[src/hw/rtl/ahcd_pkg.sv]
// ----------------------------------------------------------------------------
// ahcd_pkg: shared types, constants and functions
// Beat types, phase and verdict codes, CRC-32 byte step and the rotate.
// ----------------------------------------------------------------------------
package ahcd_pkg;

  localparam int unsigned HeaderBytes  = 18;
  localparam int unsigned RotateBits   = 2;
  localparam int unsigned MagicLen     = 3;
  localparam int unsigned CrcLen       = 14;
  localparam int unsigned OffsetPos    = 6;
  localparam int unsigned CountPos     = 10;
  localparam int unsigned StoredCrcPos = 14;

  localparam logic [31:0] CrcInit = 32'hFFFF_FFFF;
  localparam logic [31:0] CrcPoly = 32'hEDB8_8320;

  localparam logic [7:0] MagicByte0 = 8'h54;
  localparam logic [7:0] MagicByte1 = 8'h43;
  localparam logic [7:0] MagicByte2 = 8'h46;

  typedef enum logic [1:0] {
    PH_HEADER  = 2'd0,
    PH_PAYLOAD = 2'd1,
    PH_DROP    = 2'd2
  } phase_e;

  typedef enum logic [1:0] {
    VERDICT_OK        = 2'd0,
    VERDICT_BAD_MAGIC = 2'd1,
    VERDICT_BAD_CRC   = 2'd2,
    VERDICT_UNDERFLOW = 2'd3
  } verdict_e;

  typedef enum logic {
    KIND_VERDICT = 1'b0,
    KIND_PAYLOAD = 1'b1
  } kind_e;

  typedef struct packed {
    logic [7:0] in_byte;
    logic       first_byte;
  } in_t;

  typedef struct packed {
    kind_e       item_kind;
    verdict_e    verdict;
    logic [31:0] index_position;
    logic [31:0] entry_count;
    logic [7:0]  plain_byte;
    logic        payload_end;
  } out_t;

  // Reflected CRC-32, one byte, eight shift steps.
  function automatic logic [31:0] crc_byte(input logic [31:0] crc, input logic [7:0] b);
    logic [31:0] c;
    c = crc ^ {24'd0, b};
    for (int k = 0; k < 8; k++) begin
      c = c[0] ? ((c >> 1) ^ CrcPoly) : (c >> 1);
    end
    return c;
  endfunction

  function automatic logic [7:0] rotate_right(input logic [7:0] b);
    logic [15:0] w;
    w = {b, b} >> (RotateBits % 8);
    return w[7:0];
  endfunction

  function automatic logic [7:0] magic_byte(input logic [1:0] idx);
    logic [7:0] m;
    case (idx)
      2'd0:    m = MagicByte0;
      2'd1:    m = MagicByte1;
      2'd2:    m = MagicByte2;
      default: m = 8'd0;
    endcase
    return m;
  endfunction

endpackage

[src/hw/rtl/archive_header_check_and_descramble_top.sv]
// ----------------------------------------------------------------------------
// archive_header_check_and_descramble_top: header check and descrambler
// Parses an 18-byte archive header (magic, CRC-32, offset, count), emits one
// verdict beat, then the rotated payload bytes up to the index offset.
// ----------------------------------------------------------------------------
//
//  channel | direction | handshake              | payload
//  --------+-----------+------------------------+--------------------------
//  in      | sink      | in_valid_i / in_ready_o   | ahcd_pkg::in_t  in_data_i
//  out     | source    | out_valid_o / out_ready_i | ahcd_pkg::out_t out_data_o
//
//  One byte per cycle sustained while the output is not stalled; an accepted beat
//  passes the input register, then the result register (two register stages).
//  The cycle budget is the 8-step CRC-32 byte update plus one 33-bit compare.
//  Reset (rst_ni low) clears all parser state; parsing starts at header byte 0.
//  Output stall backs up through the input register to in_ready_o.
//  Dropped bytes and all header bytes but the last (the verdict) make no output beat.
//
module archive_header_check_and_descramble_top (
  input  logic            clk_i,
  input  logic            rst_ni,
  input  logic            in_valid_i,
  output logic            in_ready_o,
  input  ahcd_pkg::in_t   in_data_i,
  output logic            out_valid_o,
  input  logic            out_ready_i,
  output ahcd_pkg::out_t  out_data_o
);
  import ahcd_pkg::*;

  // input register
  logic        in_v_q;
  in_t         in_q;

  // parser state
  logic [31:0] pos_q,  pos_d;
  logic [31:0] crc_q,  crc_d;
  logic        magic_q, magic_d;
  logic [31:0] off_q,  off_d;
  logic [31:0] cnt_q,  cnt_d;
  logic [31:0] scrc_q, scrc_d;
  phase_e      phase_q, phase_d;

  // result register
  logic        out_v_q;
  out_t        out_q;

  // effective state after an optional restart
  logic [31:0] pos_b, crc_b, off_b, cnt_b, scrc_b;
  logic        magic_b;
  phase_e      phase_b;

  logic        s1_fire;
  logic        res_valid;
  out_t        res;
  logic [7:0]  b;
  logic [1:0]  lane;
  logic [31:0] scrc_fin;
  verdict_e    verdict;
  logic [32:0] pos_next;

  // stage 1 moves on when the result slot is free or being emptied
  assign s1_fire    = in_v_q && (!out_v_q || out_ready_i);
  assign in_ready_o = !in_v_q || s1_fire;

  always_comb begin
    b = in_q.in_byte;

    // first_byte restarts parsing before this byte is looked at
    if (in_q.first_byte) begin
      pos_b   = '0;
      crc_b   = CrcInit;
      magic_b = 1'b1;
      off_b   = '0;
      cnt_b   = '0;
      scrc_b  = '0;
      phase_b = PH_HEADER;
    end else begin
      pos_b   = pos_q;
      crc_b   = crc_q;
      magic_b = magic_q;
      off_b   = off_q;
      cnt_b   = cnt_q;
      scrc_b  = scrc_q;
      phase_b = phase_q;
    end

    pos_d     = pos_b;
    crc_d     = crc_b;
    magic_d   = magic_b;
    off_d     = off_b;
    cnt_d     = cnt_b;
    scrc_d    = scrc_b;
    phase_d   = phase_b;
    res_valid = 1'b0;
    res       = '0;
    lane      = 2'(pos_b);   // default lane; each header field branch below sets it from its field start
    scrc_fin  = '0;
    verdict   = VERDICT_OK;
    pos_next  = {1'b0, pos_b} + 33'd1;

    case (phase_b)
      PH_HEADER: begin
        if (pos_b < 32'(MagicLen) && b != magic_byte(2'(pos_b))) begin
          magic_d = 1'b0;
        end
        if (pos_b < 32'(CrcLen)) begin
          crc_d = crc_byte(crc_b, b);
        end
        if (pos_b >= 32'(OffsetPos) && pos_b < 32'(CountPos)) begin
          lane = 2'(pos_b - 32'(OffsetPos));
          off_d[{lane, 3'b000} +: 8] = off_b[{lane, 3'b000} +: 8] | b;
        end else if (pos_b >= 32'(CountPos) && pos_b < 32'(StoredCrcPos)) begin
          lane = 2'(pos_b - 32'(CountPos));
          cnt_d[{lane, 3'b000} +: 8] = cnt_b[{lane, 3'b000} +: 8] | b;
        end else if (pos_b >= 32'(StoredCrcPos) && pos_b < 32'(HeaderBytes)) begin
          lane = 2'(pos_b - 32'(StoredCrcPos));
          scrc_d[{lane, 3'b000} +: 8] = scrc_b[{lane, 3'b000} +: 8] | b;
        end
        pos_d = pos_next[31:0];

        if (pos_b == 32'(HeaderBytes - 1)) begin
          // last header byte: the stored CRC is complete only in scrc_d
          scrc_fin = scrc_d;
          if (!magic_b) begin
            verdict = VERDICT_BAD_MAGIC;
          end else if (~crc_b != scrc_fin) begin
            verdict = VERDICT_BAD_CRC;
          end else if (off_b < 32'(HeaderBytes)) begin
            verdict = VERDICT_UNDERFLOW;
          end else begin
            verdict = VERDICT_OK;
          end
          // offset equal to header length: ok, but nothing to pass through
          if (verdict == VERDICT_OK && off_b > 32'(HeaderBytes)) begin
            phase_d = PH_PAYLOAD;
          end else begin
            phase_d = PH_DROP;
          end
          res_valid          = 1'b1;
          res.item_kind      = KIND_VERDICT;
          res.verdict        = verdict;
          res.index_position = off_b;
          res.entry_count    = cnt_b;
        end
      end
      PH_PAYLOAD: begin
        pos_d          = pos_next[31:0];
        res_valid      = 1'b1;
        res.item_kind  = KIND_PAYLOAD;
        res.plain_byte = rotate_right(b);
        if (pos_next >= {1'b0, off_b}) begin
          res.payload_end = 1'b1;
          phase_d         = PH_DROP;
        end
      end
      default: begin
        // drop phase (and the unused code): no result, position frozen
      end
    endcase
  end

  // input register
  always_ff @(posedge clk_i or negedge rst_ni) begin
    if (!rst_ni) begin
      in_v_q <= 1'b0;
    end else if (in_ready_o) begin
      in_v_q <= in_valid_i;
    end
  end

  always_ff @(posedge clk_i) begin
    if (in_ready_o && in_valid_i) begin
      in_q <= in_data_i;
    end
  end

  // parser state
  always_ff @(posedge clk_i or negedge rst_ni) begin
    if (!rst_ni) begin
      pos_q   <= '0;
      crc_q   <= CrcInit;
      magic_q <= 1'b1;
      off_q   <= '0;
      cnt_q   <= '0;
      scrc_q  <= '0;
      phase_q <= PH_HEADER;
    end else if (s1_fire) begin
      pos_q   <= pos_d;
      crc_q   <= crc_d;
      magic_q <= magic_d;
      off_q   <= off_d;
      cnt_q   <= cnt_d;
      scrc_q  <= scrc_d;
      phase_q <= phase_d;
    end
  end

  // result register
  always_ff @(posedge clk_i or negedge rst_ni) begin
    if (!rst_ni) begin
      out_v_q <= 1'b0;
    end else if (s1_fire) begin
      out_v_q <= res_valid;
    end else if (out_ready_i) begin
      out_v_q <= 1'b0;
    end
  end

  always_ff @(posedge clk_i) begin
    if (s1_fire && res_valid) begin
      out_q <= res;
    end
  end

  assign out_valid_o = out_v_q;
  assign out_data_o  = out_q;

endmodule

[config.mk]
export PLATFORM = sky130hd
export DESIGN_NAME = archive_header_check_and_descramble_top
export DESIGN_NICKNAME = d
export VERILOG_FILES = /design/src/hw/rtl/ahcd_pkg.sv /design/src/hw/rtl/archive_header_check_and_descramble_top.sv
export SDC_FILE = /design/constraint.sdc
export NUM_CORES = 1
export LEC_CHECK = 0
export CORE_ASPECT_RATIO = 1.1
export CORE_MARGIN = 2
export CORE_UTILIZATION = 55
export DETAILED_ROUTE_END_ITERATION = 12
export DONT_BUFFER_PORTS = 1
export PLACE_DENSITY = 0.82
export SKIP_CTS_REPAIR_TIMING = 1
export SYNTH_ARGS = -nofsm -noshare
export SYNTH_HDL_FRONTEND = slang
export SYNTH_SLANG_ARGS = --single-unit
[constraint.sdc]
create_clock -name clk_i -period 5.3 [get_ports clk_i]
set_input_delay 1.06 -clock clk_i [delete_from_list [all_inputs] [get_ports clk_i]]
set_output_delay 1.06 -clock clk_i [all_outputs]
set_load 0.005 [all_outputs]
Yosys cells after proc, flatten, opt, wreduce, memory -nomap -nowiden. Cells that the tools add are included.

Flip-flop bits (word level): 250. Input port bits: 13. Output and inout port bits: 78. Word-level logic and storage cells: 130.

Add/sub/neg operators: 7. $lt $le $gt $ge: 10. Equality and inequality tests: 6. Shift operators: 9. Mux-type cells: 50. Bitwise operators: 13. Reduce and logical (&&, ||, !) cells: 18.

Operator list (count): $mux 32 (26); $not 13->14 (8); $bwmux 32 (3); $shift 8x7->32 const A (3); $shiftx 32x6->8 (3); $shiftx 8x7->32 (3); $ge 32x4->1 const B (2); $lt 32x4->1 const B (2); $lt 32x5->1 const B (2); $add 32x1->33 const B (1); $ge 33x32->1 (1); $eq 32x5->1 const B (1); $ge 32x3->1 const B (1); $gt 32x5->1 const B (1); $lt 32x2->1 const B (1); $ne 32x32->1 (1); $not 32->32 (1); $xor 32x8->32 (1); $or 8x8->8 (3); $neg 5->7 (3); $pmux 7 s3 (1); $mux 2 (9); $logic_and 1x1->1 (8); $mux 8 (1); other kinds (13) (27).

Depth between registers and ports, before layout.
Word-level depth: 20. Gate-level depth with buffers: 23. Mapped depth without buffers: 21.

Worst setup path after synthesis. Ideal clock, no wire load.

Path type: reg-to-reg. From: reg in_q[0] (netlist name). To: reg phase_q[1]. Library setup time: 126 ps. Arrival time: 5067 ps. Required time: 5174 ps. Setup slack: 107 ps. Stages on the path, launching flop included: 21. Path buffers: 8. Clock period less this slack: 5193 ps. Cell sequence: edfxtp_1 -> buf_6 -> clkbuf_1 -> clkbuf_1 -> clkbuf_1 -> buf_1 -> clkbuf_1 -> clkbuf_1 -> nor2b_1 -> ha_1 -> nor4bb_1 -> and2_1 -> and3_1 -> clkbuf_1 -> a32oi_1 -> xnor2_1 -> nand4_1 -> nor4_1 -> a31oi_1 -> or4_1 -> a221o_1.

Word-level cells in the longest chain between the ends: 20. Elaborated cells on any way between the ends: 46. Those cells by class: add/sub (3); order compare (9); eq/ne (3); shift (3); mux (20); bitwise (2); reduce/logical (6).

Ends and longest elaborated chain: start, declared (line archive_header_check_and_descramble_top.sv:33) `in_t in_q;`; start signal, assigned (line archive_header_check_and_descramble_top.sv:174) `in_q <= in_data_i;`; $mux 32 (line archive_header_check_and_descramble_top.sv:70) `if (in_q.first_byte) begin`; $sub 2x2->2 (line archive_header_check_and_descramble_top.sv:117) `lane = 2'(pos_b - 32'(StoredCrcPos));`; $shiftx 32x6->8 (line archive_header_check_and_descramble_top.sv:118) `scrc_d[{lane, 3'b000} +: 8] = scrc_b[{lane, 3'b000} +: 8] | b;`; $or 8x8->8 (line archive_header_check_and_descramble_top.sv:118); $shiftx 8x7->32 (line archive_header_check_and_descramble_top.sv:118); $bwmux 32 (line archive_header_check_and_descramble_top.sv:118); $mux 32 (line archive_header_check_and_descramble_top.sv:116) `end else if (pos_b >= 32'(StoredCrcPos) && pos_b < 32'(HeaderBytes)) begin`; $mux 32 (line archive_header_check_and_descramble_top.sv:113) `end else if (pos_b >= 32'(CountPos) && pos_b < 32'(StoredCrcPos)) begin`; [4 not listed]; $mux 2 (line archive_header_check_and_descramble_top.sv:125) `if (!magic_b) begin`; $mux 2 (line archive_header_check_and_descramble_top.sv:122) `if (pos_b == 32'(HeaderBytes - 1)) begin`; $mux 2 (line archive_header_check_and_descramble_top.sv:102) `case (phase_b)`; $logic_not 2->1 (line archive_header_check_and_descramble_top.sv:135) `if (verdict == VERDICT_OK && off_b > 32'(HeaderBytes)) begin`; $logic_and 1x1->1 (line archive_header_check_and_descramble_top.sv:135); $mux 2 (line archive_header_check_and_descramble_top.sv:135); $mux 2 (line archive_header_check_and_descramble_top.sv:122); $pmux 2 s2 * (line archive_header_check_and_descramble_top.sv:102); end signal, assigned (line archive_header_check_and_descramble_top.sv:195) `phase_q <= phase_d;`; end, declared (line archive_header_check_and_descramble_top.sv:42) `phase_e phase_q, phase_d;`.

Every way passes the cells marked *; elsewhere a longest branch is shown, timed or not. The select of a mux whose other input is x is not followed. A chain may end at the register's enable or synchronous reset.

Final worst setup path.
From: reg in_q[0] (netlist name). To: reg phase_q[0].

Same word-level chain as after synthesis.

==> results by group <==
Status
  – Status: finished clean

Clock tree
  – Clock transition at path regs: 0.07 ns
  – CTS Buf Count: 26
  – CTS tree: built
  – Worst skew pair latency: 0.54 ns
  – Num Clock Sinks: 250
  – Clock tree buffer depth: 3
  – H-tree depth: 1
  – Root Buffer: clkbuf_16

Timing
  – Endpoints failing hold: 0
  – Max Clk Rate: 0.2069 GHz
  – Slew Limit Headroom: 14.93%
  – Clock Skew: 0.008807 ns
  – Tcrit/Tclk final: 91.18%
  – RSZ-0062 raised after global routing: false
  – Slew @ Worst Pin: 1.263 ns
  – Final slew viol count: 0
  – Finish-stage setup viols: 0
  – Min Tclk post-route: 4.832 ns
  – Hold Slack: 0.2302 ns
  – Setup TNS: 0 ns

Layout
  – Synth-to-layout area growth: 8.955%
  – Util after Layout: 60.80%
  – Post-layout nets: 1,436
  – Most frequent cells in the layout: 186 x nand2_1, 153 x nor2_1, 131 x dfrtp_1
  – Proportion of layout cells with a drive suffix above 1: 11.83%
  – Most common cell after layout, fill and taps aside: nand2_1

Place
  – GP Congestion: 0.9864
  – Buffers added on ports: 0
  – Post-DP HPWL: 27,280 um

Synthesis
  – Main combinational cell family by area after synthesis: simple AND/OR/NAND/NOR gates
  – Post-synthesis adder-cell area fraction: 3.561%
  – Synth Area in Compound Gates: 14.07%
  – Synth area leader: dfrtp_1
  – Seq cells post-synth: 250
  – Mapped Nets: 1,455
  – Mux share of post-synthesis cell area: 6.045%
  – Mapped Area: 14,050 um^2
  – Synth warnings: 0
  – Post-synth EDFFs: 85
  – Post-synthesis async set-or-reset flop share: 66.00%
  – Top cell type's share of synthesized area: 23.50%
  – Post-Syn Instances: 1,402
  – Area contributors post-synth: dfrtp_1 24%, edfxtp_1 18%, xnor2_1 6.3%
  – Synth Area in Simple Gates: 16.80%
  – Synth Area in XOR/XNOR: 7.976%
  – Top FF cell, synth: dfrtp_1
  – Sequential area share after synthesis: 47.83%
  – Synth cell types: 74
  – Syn Area/Cell: 10.02 um^2

Setup path
  – Critical path data required time: 5.77 ns
  – Most frequent CP cell: nor2_1
  – Crit. End Element: flip-flop
  – Critical R2R Capture: phase_q[0]
  – Worst path max stage delay: 0.45 ns
  – CP startpoint kind: flip-flop
  – Worst path cell trace: nand2b_1 > inv_1 > ha_1 > nand4_1 > nor3_2 > nand2_1 > nor3_1 > nand2_1 > nor2_1 > xnor2_1 > nor2_1 > ha_1 > a21o_1 > a21o_1 > a21oi_1 > o211ai_1 > a211o_1 > a2111oi_0 > nor2_1 > or3_1 > o21bai_1
  – Reg2Reg Setup Slack: 0.47 ns
  – Slowest CP cell: edfxtp_1
  – Reg2reg start: in_q[0]
  – Worst r2r path cells: 21
  – Worst-path maximum fanout: 6
  – Critical path type: flip-flop to flip-flop
  – Arrival time worst endpoint: 5.30 ns

Global routing
  – First-pass GRT wire length: 62,790 um
  – Gr usage total: 29.97%
  – Grt ovf: 0
  – Initial antenna violation count: 1
  – Vias in the first global route: 11.11k
  – Largest net degree at the start of global routing: 166

Route
  – Drt first pass iters: 8
  – Vias per cell: 6.592
  – Routed WL: 39,310 um
  – Wirelength per Cell: 22.87 um
  – DR DRC count: 0
  – Vias post-DR: 11.33k
  – Iter 0 DRT Violations: 1,342
  – DRT antenna net count: 0

Floorplanning
  – Core box area: 25,190 um^2
  – Top-level I/O count: 91
  – Die Area: 26,850 um^2
  – Die Span X: 156.4 um
  – Starting density of the core: 55.80%
  – Row cnt: 61
  – Die H: 171.7 um

Power and ir drop
  – Peak VDD IR: 445.8 uV
  – Lkg Pwr: 0.005915 uW
  – PwrDens: 427.4 nW/um^2

Min path
  – Worst Hold Class: primary input to asynchronous set/reset pin

Flow run
  – Maxcap violations: 0
## per-layer routing
metal  vias to the layer above  part of all wire [%]  track usage (%)
li1                       4986                     -                -
met1                      5458                    39            40.10
met5                         -                     0                0
met2                       729                    46            47.63
met3                       159                    10            5.996
met4                         0                   5.0            13.04
## per-stage QoR
step	area, um^2	std cells	setup slack, ns	total power, uW
after floorplan	14050	1402	0.1071	4018
after global placement	14370	1670	0.6472	4463
after detailed placement	14370	1670	0.5637	4527
after CTS	15310	1718	0.4563	6518
after global routing	15310	1718	0.05987	6840
final	15310	1719	0.4676	6545
## how the worst max path moves through the flow
stage             from         end  slack (ns)  cells past startpoint
3_3_place_gp   in_q[0]  phase_q[0]        0.65                     21
5_1_grt        in_q[0]  phase_q[0]        0.06                     21
2_1_floorplan  in_q[0]  phase_q[1]        0.11                     20
4_1_cts        in_q[0]  phase_q[0]        0.46                     21
3_5_place_dp   in_q[0]  phase_q[0]        0.56                     21
6_report       in_q[0]  phase_q[0]        0.47                     21
## synthesized netlist by cell type (all sizes together) (4+ instances only)
cell and instances:
nand2 186, nor2 153, dfrtp 132, xnor2 101
o21ai 94, edfxtp 85, inv 55, a21oi 47
clkbuf 44, ha 40, o22ai 36, dfstp 33
buf 29, xor2 27, nand3 25, mux2 23
mux2i 23, nand4 22, nor2b 19, nor3 18
mux4 16, a22o 15, nor4 15, o31ai 15
and2 14, a22oi 12, and3 12, a21o 10
a32o 7, o2111ai 7, o32ai 7, o41ai 7
a221oi 6, a31oi 6, o221ai 6, or3 5
a211oi 4, a221o 4, nand2b 4, nor3b 4
## where the power goes
| part | internal, uW | total (uW) | leakage [uW] | switching (uW) |
|---|---|---|---|---|
| combinational | 812 | 1960 | 0.00247 | 1150 |
| sequential | 2320 | 2600 | 0.00299 | 281 |
| clock | 1200 | 1990 | 0.000455 | 783 |
| total | 4330 | 6550 | 0.00591 | 2210 |
## cell families (layout without fill, tap and decap cells)
kind of cell / after synthesis / in the layout
AOI/OAI and AO/OA: 300 / 300
muxes: 62 / 62
xor gates and xnor gates: 128 / 128
adders and majority gates: 40 / 40
buffers and inverters: 130 / 131
and+or+nand+nor: 492 / 492
DFF: 250 / 250
other: 0 / 1
## cell type report
class                      count  area (um^2)
antenna                        1        2.502
inverter                      57        214.0
timing repair buffer          26        220.2
fill                        2013         9873
clock buffer                  32        714.4
clock inverter                16        219.0
multi-input combinational   1022         6825
sequential                   250         6724
tap                          315        394.1
## worst max-delay path, delay by kind of cell, from the launching register on
family / cells / cell delay [ns]
buffers and inverters: 1 / 0.09
AOI/OAI and AO/OA: 7 / 1.44
adders and majority gates: 2 / 0.61
and+or+nand+nor: 10 / 2.00
DFF: 1 / 0.45
xor gates and xnor gates: 1 / 0.16
## registers in the layout (all words and copies together) (netlist names), 2 cells and up
signal      count
b               8
out_data_o     76
cnt_q          32
pos_q          32
scrc_q         32
off_q          32
crc_q          32
phase_q         2
No activity file was read; power rests on OpenSTA's default activity.
